## src/sv/sled_pkg.sv

```systemverilog
// Shared types, character codes and decode functions for the escape decoder.
package sled_pkg;

	localparam int QUEUE_DEPTH = 4;
	localparam int LEN_W = 12;
	localparam logic [LEN_W-1:0] MAX_LENGTH_RESET = 12'd255;

	localparam logic [7:0] CH_QUOTE  = 8'd34;
	localparam logic [7:0] CH_SQUOTE = 8'd39;
	localparam logic [7:0] CH_BSLASH = 8'd92;
	localparam logic [7:0] CH_ZERO   = 8'd48;
	localparam logic [7:0] CH_X      = 8'd120;

	typedef enum logic [2:0] {
		ST_OK       = 3'd0,
		ST_TOO_LONG = 3'd1,
		ST_NO_OPEN  = 3'd2,
		ST_NO_CLOSE = 3'd3,
		ST_BS_END   = 3'd4,
		ST_BAD_ESC  = 3'd5,
		ST_BAD_HEX  = 3'd6,
		ST_INNER_QT = 3'd7
	} status_t;

	typedef enum logic [6:0] {
		PH_IDLE = 7'b0000001,
		PH_BODY = 7'b0000010,
		PH_ESC  = 7'b0000100,
		PH_ZERO = 7'b0001000,
		PH_HEX1 = 7'b0010000,
		PH_HEX2 = 7'b0100000,
		PH_DROP = 7'b1000000
	} phase_t;

	// one queued result: a decoded byte, or a status code in value[2:0]
	typedef struct packed {
		logic       is_status;
		logic [7:0] value;
	} res_t;

	typedef struct packed {
		logic full;
		logic empty;
	} q_status_t;

	// {valid, nibble}
	function automatic logic [4:0] hex_decode(input logic [7:0] c);
		logic [4:0] r;
		r = 5'd0;
		if (c >= 8'd48 && c <= 8'd57) begin
			r = {1'b1, 4'(c - 8'd48)};
		end else if (c >= 8'd97 && c <= 8'd102) begin
			r = {1'b1, 4'(c - 8'd87)};
		end else if (c >= 8'd65 && c <= 8'd70) begin
			r = {1'b1, 4'(c - 8'd55)};
		end
		return r;
	endfunction

	// {valid, decoded byte}
	function automatic logic [8:0] esc_decode(input logic [7:0] c);
		logic [8:0] r;
		unique case (c)
			8'd97:     r = {1'b1, 8'd7};
			8'd98:     r = {1'b1, 8'd8};
			8'd101:    r = {1'b1, 8'd27};
			8'd102:    r = {1'b1, 8'd12};
			8'd110:    r = {1'b1, 8'd10};
			8'd114:    r = {1'b1, 8'd13};
			8'd116:    r = {1'b1, 8'd9};
			8'd118:    r = {1'b1, 8'd11};
			CH_BSLASH: r = {1'b1, CH_BSLASH};
			CH_SQUOTE: r = {1'b1, CH_SQUOTE};
			CH_QUOTE:  r = {1'b1, CH_QUOTE};
			default:   r = 9'd0;
		endcase
		return r;
	endfunction

endpackage

```

## src/sv/string_literal_escape_decoder_unit.sv

```systemverilog
// String literal escape decoder: one raw byte accepted per cycle unless the result queue is full, results in order.
// Path: a result is pushed into the result queue when its byte is accepted, then moved into the output register.
// Throughput: 1 byte per cycle while the result queue is not full; the queue lets input run while output stalls.
// Reset: arst_n asynchronous active low; phase idle, counts zero, max_length 255.
module string_literal_escape_decoder_unit #(
	parameter int QUEUE_DEPTH = sled_pkg::QUEUE_DEPTH
) (
	input  logic                        clk,
	input  logic                        arst_n,
	input  logic                        cfg_wen,
	input  logic [sled_pkg::LEN_W-1:0]  cfg_wdata,
	input  logic                        in_valid,
	output logic                        in_stall,
	input  logic [7:0]                  in_byte,
	input  logic                        last,
	output logic                        out_valid,
	input  logic                        out_stall,
	output logic [7:0]                  out_byte,
	output logic                        end_of_string,
	output logic [2:0]                  status
);

	logic [sled_pkg::LEN_W-1:0]  max_length_q;
	logic                        push;
	sled_pkg::res_t              push_data;
	logic                        pop;
	logic                        head_valid;
	sled_pkg::res_t              head_data;
	sled_pkg::q_status_t         q_st;

	always_ff @(posedge clk or negedge arst_n) begin
		if (!arst_n) begin
			max_length_q <= sled_pkg::MAX_LENGTH_RESET;
		end else if (cfg_wen) begin
			max_length_q <= cfg_wdata;
		end
	end

	sled_front u_front (
		.clk       (clk),
		.arst_n    (arst_n),
		.max_length(max_length_q),
		.in_valid  (in_valid),
		.in_byte   (in_byte),
		.last      (last),
		.q_full    (q_st.full),
		.in_stall  (in_stall),
		.push      (push),
		.push_data (push_data)
	);

	sled_queue #(
		.DEPTH(QUEUE_DEPTH)
	) u_queue (
		.clk       (clk),
		.arst_n    (arst_n),
		.push      (push),
		.push_data (push_data),
		.pop       (pop),
		.head_valid(head_valid),
		.head_data (head_data),
		.q_st      (q_st)
	);

	sled_back u_back (
		.clk          (clk),
		.arst_n       (arst_n),
		.head_valid   (head_valid),
		.head_data    (head_data),
		.pop          (pop),
		.out_valid    (out_valid),
		.out_stall    (out_stall),
		.out_byte     (out_byte),
		.end_of_string(end_of_string),
		.status       (status)
	);

`ifndef SYNTHESIS
	a_status_zero_byte: assert property (@(posedge clk) disable iff (!arst_n)
		out_valid && end_of_string |-> out_byte == 8'd0)
		else $error("status item carries a nonzero byte");

	a_byte_ok_status: assert property (@(posedge clk) disable iff (!arst_n)
		out_valid && !end_of_string |-> status == sled_pkg::ST_OK)
		else $error("decoded byte item carries a status code");

	a_full_after_push: assert property (@(posedge clk) disable iff (!arst_n)
		$rose(q_st.full) |-> $past(push) && !$past(pop))
		else $error("queue became full without a push");

	a_no_pop_empty: assert property (@(posedge clk) disable iff (!arst_n)
		q_st.empty |-> !pop)
		else $error("pop from an empty queue");
`endif

endmodule

```

## src/sv/sled_front.sv

```systemverilog
// Front end: accepts raw bytes, tracks literal phase and classifies each byte.
module sled_front (
	input  logic                         clk,
	input  logic                         arst_n,
	input  logic [sled_pkg::LEN_W-1:0]   max_length,
	input  logic                         in_valid,
	input  logic [7:0]                   in_byte,
	input  logic                         last,
	input  logic                         q_full,
	output logic                         in_stall,
	output logic                         push,
	output sled_pkg::res_t               push_data
);

	sled_pkg::phase_t            phase_q, phase_d;
	logic [sled_pkg::LEN_W-1:0]  count_q, count_d;
	logic [3:0]                  nib_q, nib_d;
	logic [sled_pkg::LEN_W:0]    count_inc;
	logic                        accept;
	logic                        too_long;
	logic                        st_hit;
	sled_pkg::status_t           st_code;
	logic [4:0]                  hex;
	logic [8:0]                  esc;

	assign in_stall  = q_full;
	assign accept    = in_valid && !q_full;
	assign count_inc = {1'b0, count_q} + (sled_pkg::LEN_W+1)'(1);
	assign too_long  = count_inc > {1'b0, max_length};
	assign hex       = sled_pkg::hex_decode(in_byte);
	assign esc       = sled_pkg::esc_decode(in_byte);

	always_comb begin
		phase_d   = phase_q;
		count_d   = count_q;
		nib_d     = nib_q;
		push      = 1'b0;
		push_data = '0;
		st_hit    = 1'b0;
		st_code   = sled_pkg::ST_OK;
		if (accept) begin
			if (phase_q == sled_pkg::PH_DROP) begin
				if (last) begin
					phase_d = sled_pkg::PH_IDLE;
					count_d = '0;
				end
			end else if (too_long) begin
				st_hit  = 1'b1;
				st_code = sled_pkg::ST_TOO_LONG;
			end else if (phase_q == sled_pkg::PH_IDLE) begin
				count_d = count_inc[sled_pkg::LEN_W-1:0];
				if (in_byte != sled_pkg::CH_QUOTE) begin
					st_hit  = 1'b1;
					st_code = sled_pkg::ST_NO_OPEN;
				end else if (last) begin
					st_hit  = 1'b1;
					st_code = sled_pkg::ST_NO_CLOSE;
				end else begin
					phase_d = sled_pkg::PH_BODY;
				end
			end else if (last) begin
				st_hit = 1'b1;
				if (in_byte != sled_pkg::CH_QUOTE) begin
					st_code = sled_pkg::ST_NO_CLOSE;
				end else if (phase_q == sled_pkg::PH_BODY) begin
					st_code = sled_pkg::ST_OK;
				end else if (phase_q == sled_pkg::PH_ESC) begin
					st_code = sled_pkg::ST_BS_END;
				end else begin
					st_code = sled_pkg::ST_BAD_ESC;
				end
			end else begin
				count_d = count_inc[sled_pkg::LEN_W-1:0];
				unique case (phase_q)
					sled_pkg::PH_BODY: begin
						if (in_byte == sled_pkg::CH_BSLASH) begin
							phase_d = sled_pkg::PH_ESC;
						end else if (in_byte == sled_pkg::CH_QUOTE) begin
							st_hit  = 1'b1;
							st_code = sled_pkg::ST_INNER_QT;
						end else begin
							push            = 1'b1;
							push_data.value = in_byte;
						end
					end
					sled_pkg::PH_ESC: begin
						if (in_byte == sled_pkg::CH_ZERO) begin
							phase_d = sled_pkg::PH_ZERO;
						end else if (esc[8]) begin
							push            = 1'b1;
							push_data.value = esc[7:0];
							phase_d         = sled_pkg::PH_BODY;
						end else begin
							st_hit  = 1'b1;
							st_code = sled_pkg::ST_BAD_ESC;
						end
					end
					sled_pkg::PH_ZERO: begin
						if (in_byte == sled_pkg::CH_X) begin
							phase_d = sled_pkg::PH_HEX1;
						end else begin
							st_hit  = 1'b1;
							st_code = sled_pkg::ST_BAD_ESC;
						end
					end
					sled_pkg::PH_HEX1: begin
						if (hex[4]) begin
							nib_d   = hex[3:0];
							phase_d = sled_pkg::PH_HEX2;
						end else begin
							st_hit  = 1'b1;
							st_code = sled_pkg::ST_BAD_HEX;
						end
					end
					sled_pkg::PH_HEX2: begin
						if (hex[4]) begin
							push            = 1'b1;
							push_data.value = {nib_q, hex[3:0]};
							phase_d         = sled_pkg::PH_BODY;
						end else begin
							st_hit  = 1'b1;
							st_code = sled_pkg::ST_BAD_HEX;
						end
					end
					default: begin
						phase_d = sled_pkg::PH_IDLE;
						count_d = '0;
					end
				endcase
			end
			if (st_hit) begin
				push                = 1'b1;
				push_data.is_status = 1'b1;
				push_data.value     = {5'd0, st_code};
				phase_d             = last ? sled_pkg::PH_IDLE : sled_pkg::PH_DROP;
				count_d             = '0;
			end
		end
	end

	always_ff @(posedge clk or negedge arst_n) begin
		if (!arst_n) begin
			phase_q <= sled_pkg::PH_IDLE;
			count_q <= '0;
			nib_q   <= '0;
		end else begin
			phase_q <= phase_d;
			count_q <= count_d;
			nib_q   <= nib_d;
		end
	end

endmodule

```

## src/sv/sled_queue.sv

```systemverilog
// Short result queue between front and back.
module sled_queue #(
	parameter int DEPTH = sled_pkg::QUEUE_DEPTH
) (
	input  logic                 clk,
	input  logic                 arst_n,
	input  logic                 push,
	input  sled_pkg::res_t       push_data,
	input  logic                 pop,
	output logic                 head_valid,
	output sled_pkg::res_t       head_data,
	output sled_pkg::q_status_t  q_st
);

	localparam int PW = (DEPTH > 1) ? $clog2(DEPTH) : 1;
	localparam int CW = $clog2(DEPTH + 1);

	sled_pkg::res_t  mem_q [DEPTH];
	logic [PW-1:0]   wr_ptr_q, rd_ptr_q;
	logic [CW-1:0]   count_q;

	assign head_valid = count_q != '0;
	assign head_data  = mem_q[rd_ptr_q];
	assign q_st.full  = count_q == CW'(DEPTH);
	assign q_st.empty = count_q == '0;

	always_ff @(posedge clk) begin
		if (push) begin
			mem_q[wr_ptr_q] <= push_data;
		end
	end

	always_ff @(posedge clk or negedge arst_n) begin
		if (!arst_n) begin
			wr_ptr_q <= '0;
			rd_ptr_q <= '0;
			count_q  <= '0;
		end else begin
			if (push) begin
				wr_ptr_q <= (wr_ptr_q == PW'(DEPTH - 1)) ? '0 : wr_ptr_q + PW'(1);
			end
			if (pop) begin
				rd_ptr_q <= (rd_ptr_q == PW'(DEPTH - 1)) ? '0 : rd_ptr_q + PW'(1);
			end
			count_q <= count_q + CW'(push) - CW'(pop);
		end
	end

endmodule

```

## src/sv/sled_back.sv

```systemverilog
// Back end: formats queued results into the output register.
module sled_back (
	input  logic            clk,
	input  logic            arst_n,
	input  logic            head_valid,
	input  sled_pkg::res_t  head_data,
	output logic            pop,
	output logic            out_valid,
	input  logic            out_stall,
	output logic [7:0]      out_byte,
	output logic            end_of_string,
	output logic [2:0]      status
);

	logic        out_valid_q;
	logic [7:0]  out_byte_q;
	logic        eos_q;
	logic [2:0]  status_q;

	assign pop           = head_valid && (!out_valid_q || !out_stall);
	assign out_valid     = out_valid_q;
	assign out_byte      = out_byte_q;
	assign end_of_string = eos_q;
	assign status        = status_q;

	always_ff @(posedge clk or negedge arst_n) begin
		if (!arst_n) begin
			out_valid_q <= 1'b0;
		end else if (!out_valid_q || !out_stall) begin
			out_valid_q <= head_valid;
		end
	end

	always_ff @(posedge clk) begin
		if (pop) begin
			out_byte_q <= head_data.is_status ? 8'd0 : head_data.value;
			eos_q      <= head_data.is_status;
			status_q   <= head_data.is_status ? head_data.value[2:0] : sled_pkg::ST_OK;
		end
	end

endmodule
```

## config.mk

```make
export PLATFORM = sky130hd
export DESIGN_NAME = string_literal_escape_decoder_unit
export DESIGN_NICKNAME = d
export VERILOG_FILES = /design/src/sv/sled_pkg.sv /design/src/sv/string_literal_escape_decoder_unit.sv /design/src/sv/sled_front.sv /design/src/sv/sled_queue.sv /design/src/sv/sled_back.sv
export SDC_FILE = /design/constraint.sdc
export NUM_CORES = 1
export LEC_CHECK = 0
export BUFFER_PORTS_ARGS = -buffer_cell sky130_fd_sc_hd__buf_2
export CORE_UTILIZATION = 55
export CTS_CLUSTER_SIZE = 8
export DETAILED_ROUTE_END_ITERATION = 10
export GPL_ROUTABILITY_DRIVEN = 0
export PLACE_DENSITY = 0.74
export SLEW_MARGIN = 20
export SYNTH_ARGS = -nofsm -noshare
export SYNTH_HDL_FRONTEND = slang
export SYNTH_SLANG_ARGS = --single-unit
```

## constraint.sdc

```tcl
create_clock -name clk -period 3.95 [get_ports clk]
set_input_delay 0.5925 -clock clk [delete_from_list [all_inputs] [get_ports clk]]
set_output_delay 0.5925 -clock clk [all_outputs]
set_load 0.01 [all_outputs]
```

==> impl_metrics.toml <==
[synthesis]
synth_area_mm2 = 0.005155
yosysUniqueCellTypes = 72
synth.net_count = 519
ys_seq_area_share_pct = 49.05
syn-instance-count = 467
yosys_most_used_dff = "edfxtp_1"
synth_area_per_cell_um2 = 11.04
ys_seq_elements = 91
async_flop_share_pct = 47.25
yosysWarnings = 0
synth-edff-count = 48

[layout]
sequential_cell_area_mm2 = 0.002530
layout_common_cells = "edfxtp_1 (48), nand2_1 (45), buf_2 (38)"
fin_cells = 627
syn2layout_area_growth_pct = 11.36
fillers = 702
antenna_cells = 0
nNetsFinal = 566
fin_util_pct = 64.57
layout_commonest_cell = "edfxtp_1"
multi_input_area_mm2 = 0.002477
drive_gt1_share_pct = 24.28

[global_routing]
grtUsageTotal_pct = 23.02
first_global_vias = 3676
grt_max_degree = 44
antenna_found_initial = 0
grt_overflow = 0
grt_pass1_wl_um = 17600

[drt]
drt-total-wl_um = 10620
drc = 0
wire_per_inst_um = 16.93
drt_iter0_markers = 253
antenna_left = 0
vias = 3735
drt-pass1-iter-count = 5
viasPerCell = 5.957

[run_status]
status = "finished clean"

[flow_run]
maxCapViolations = 0

[clock_tree]
insertion_delay_ns = 0.35
cts_buffer_depth = 2
htree_levels = 3
cts_sinks = 91
clk_pin_slew_worst_paths_ns = 0.09
clockRootBuffer = "clkbuf_8"
cts_tree = "yes"
cts_made_buffers = 9

[power]
peakVddDrop_mv = 0.2722
leakagePower_nw = 2.391
power_density_mw_per_mm2 = 528.5

[setup_path]
critPathLaunchType = "flop"
worst_r2r_path_depth = 15
regToRegEndpoint = "u_front.phase_q[4]"
arrival_ns = 4.05
timing.rr.start = "u_front.count_q[1]"
startpoint = "u_front.count_q[1]"
crit_path_end = "u_front.phase_q[4]"
cp_max_fo = 6
worst-r2r-setup-slack_ns = 0.14
cp.required_ns = 4.18
crit_type = "reg -> reg"
endpoint_kind = "flop"

[place]
port_buffers = 39
dp.cells = 608
dp_hpwl_um = 7794

[sta]
tns_ns = 0
setup_violations = 0
timing.fmax_ghz = 0.2622
whs_ns = 0.2230
skew_ns = 0.01078
hold_viol = 0
fin_crit_ns = 3.814
period_share_pct = 96.55
relSlewSlack_pct = 57.06
worst_pin_slew_ns = 0.6440
maxSlewViolCount = 0

[floorplan]
initial_core_util_pct = 57.98
io_pins = 40
core_area_mm2 = 0.008891
die-area_mm2 = 0.009763
die_w_um = 98.81
dieHeight_um = 98.81
rows = 34

[hold_path]
hold_path_class = "in -> async"
[layout make-up]
cell class | count | share of cell area (%)
clock buffer | 11 | 2.463
inverter | 27 | 1.765
tap | 108 | 2.354
sequential | 91 | 44.07
clock inverter | 5 | 0.6539
multi-input combinational | 330 | 43.16
timing repair buffer | 55 | 5.536
[worst max-delay path, stage by stage, from the launching register on]
cell	delay (ns)
dfrtp_1	0.38
ha_2	0.21
inv_1	0.04
nor2_1	0.12
nand4_1	0.24
xnor2_2	0.27
ha_1	0.29
a211oi_1	0.19
o21ai_0	0.11
o211a_1	0.14
o31a_1	0.23
o31a_1	0.32
buf_4	0.19
o32a_2	0.41
o21ai_4	0.19
mux2_2	0.36
[power by group]
group	leakage [nW]	internal [mW]	switching (mW)
clock network	0.0942	0.250	0.326
logic	1.32	0.477	0.571
registers	0.979	1.28	0.129
[layer usage]
metal | vias up | GRT usage (%) | share of wire [%]
li1 | 1810 | - | -
met1 | 1784 | 32.55 | 46
met2 | 128 | 36.74 | 48
met3 | 13 | 3.830 | 4.8
met4 | 0 | 6.774 | 1.3
met5 | - | 0 | 0
[synthesized netlist by cell type, drive strengths merged (3+ instances only)]
| cell type | n | share of area [%] |
|---|---|---|
| nand3b | 4 | 0.58 |
| a221oi | 4 | 0.68 |
| and2 | 8 | 1.1 |
| and4b | 3 | 0.58 |
| xor2 | 3 | 0.51 |
| edfxtp | 48 | 28 |
| ha | 25 | 6.1 |
| nand2 | 45 | 3.3 |
| a31oi | 4 | 0.49 |
| buf | 7 | 0.75 |
| nand2b | 10 | 1.2 |
| nor2b | 12 | 1.5 |
| or4 | 3 | 0.44 |
| a21o | 8 | 1.2 |
| nand3 | 12 | 1.3 |
| o31a | 3 | 0.51 |
| a21oi | 20 | 2.2 |
| nor4b | 3 | 0.92 |
| a22o | 6 | 1.0 |
| xnor2 | 11 | 1.9 |
| inv | 27 | 2.0 |
| o21a | 3 | 0.44 |
| o21ai | 26 | 2.6 |
| nor3 | 14 | 1.4 |
| dfrtp | 34 | 17 |
| mux2 | 13 | 2.8 |
| or3 | 3 | 0.36 |
| nor2 | 28 | 2.0 |
| clkbuf | 12 | 0.90 |
| and3 | 5 | 0.70 |
| nor4 | 3 | 0.36 |
| dfstp | 9 | 4.6 |
| mux4 | 9 | 3.9 |
| nand4 | 5 | 0.61 |
| a211oi | 4 | 0.58 |
| o211ai | 3 | 0.70 |
[logic make-up (layout without fill, tap and decap cells)]
kind of cell / after synthesis / in the layout / synth area share, %
AOI/OAI and AO/OA: 99 / 99 / 13.54
xor gates and xnor gates: 14 / 14 / 2.379
adders and majority gates: 26 / 26 / 6.456
buffers and inverters: 46 / 98 / 3.616
DFF: 91 / 91 / 49.05
muxes: 23 / 23 / 6.966
and+or+nand+nor: 168 / 168 / 17.99
[sequential cells by signal, indices dropped and copies added, names as in the netlist, 3 cells and up]
signal / flops
max_length_q: 12
u_back.out_byte: 8
u_back.status: 3
u_front.count_q: 12
u_front.nib_q: 4
u_front.phase_q: 7
u_queue.count_q: 3
u_queue.mem_q: 36
[worst min path at each step]
stage	start	slack [ns]	end
finish	arst_n	0.22	u_queue.rd_ptr_q[1]
CTS	arst_n	0.43	u_queue.rd_ptr_q[1]
global route	arst_n	0.26	u_queue.rd_ptr_q[1]
detailed placement	u_queue.count_q[0]	0.50	u_back.out_valid
global placement	u_back.out_valid	0.47	u_back.out_valid
floorplan	arst_n	0.30	max_length_q[10]
[timing repair]
item                                    4_1_cts  5_1_grt
gates resized for setup                       0        9
hold buffers                                  0        0
endpoints found under the setup margin        0       65
buffers inserted                              0        3
[through the flow]
step	power (mW)	area (um2)	setup WS, ns
final	3.034	5741	0.1362
after global routing	3.246	5741	-0.07759
after CTS	3.032	5677	0.07580
after detailed placement	2.460	5498	0.08992
after global placement	2.406	5498	0.2421
after floorplan	2.152	5155	0.2518
No activity file was read; power rests on OpenSTA's default activity.
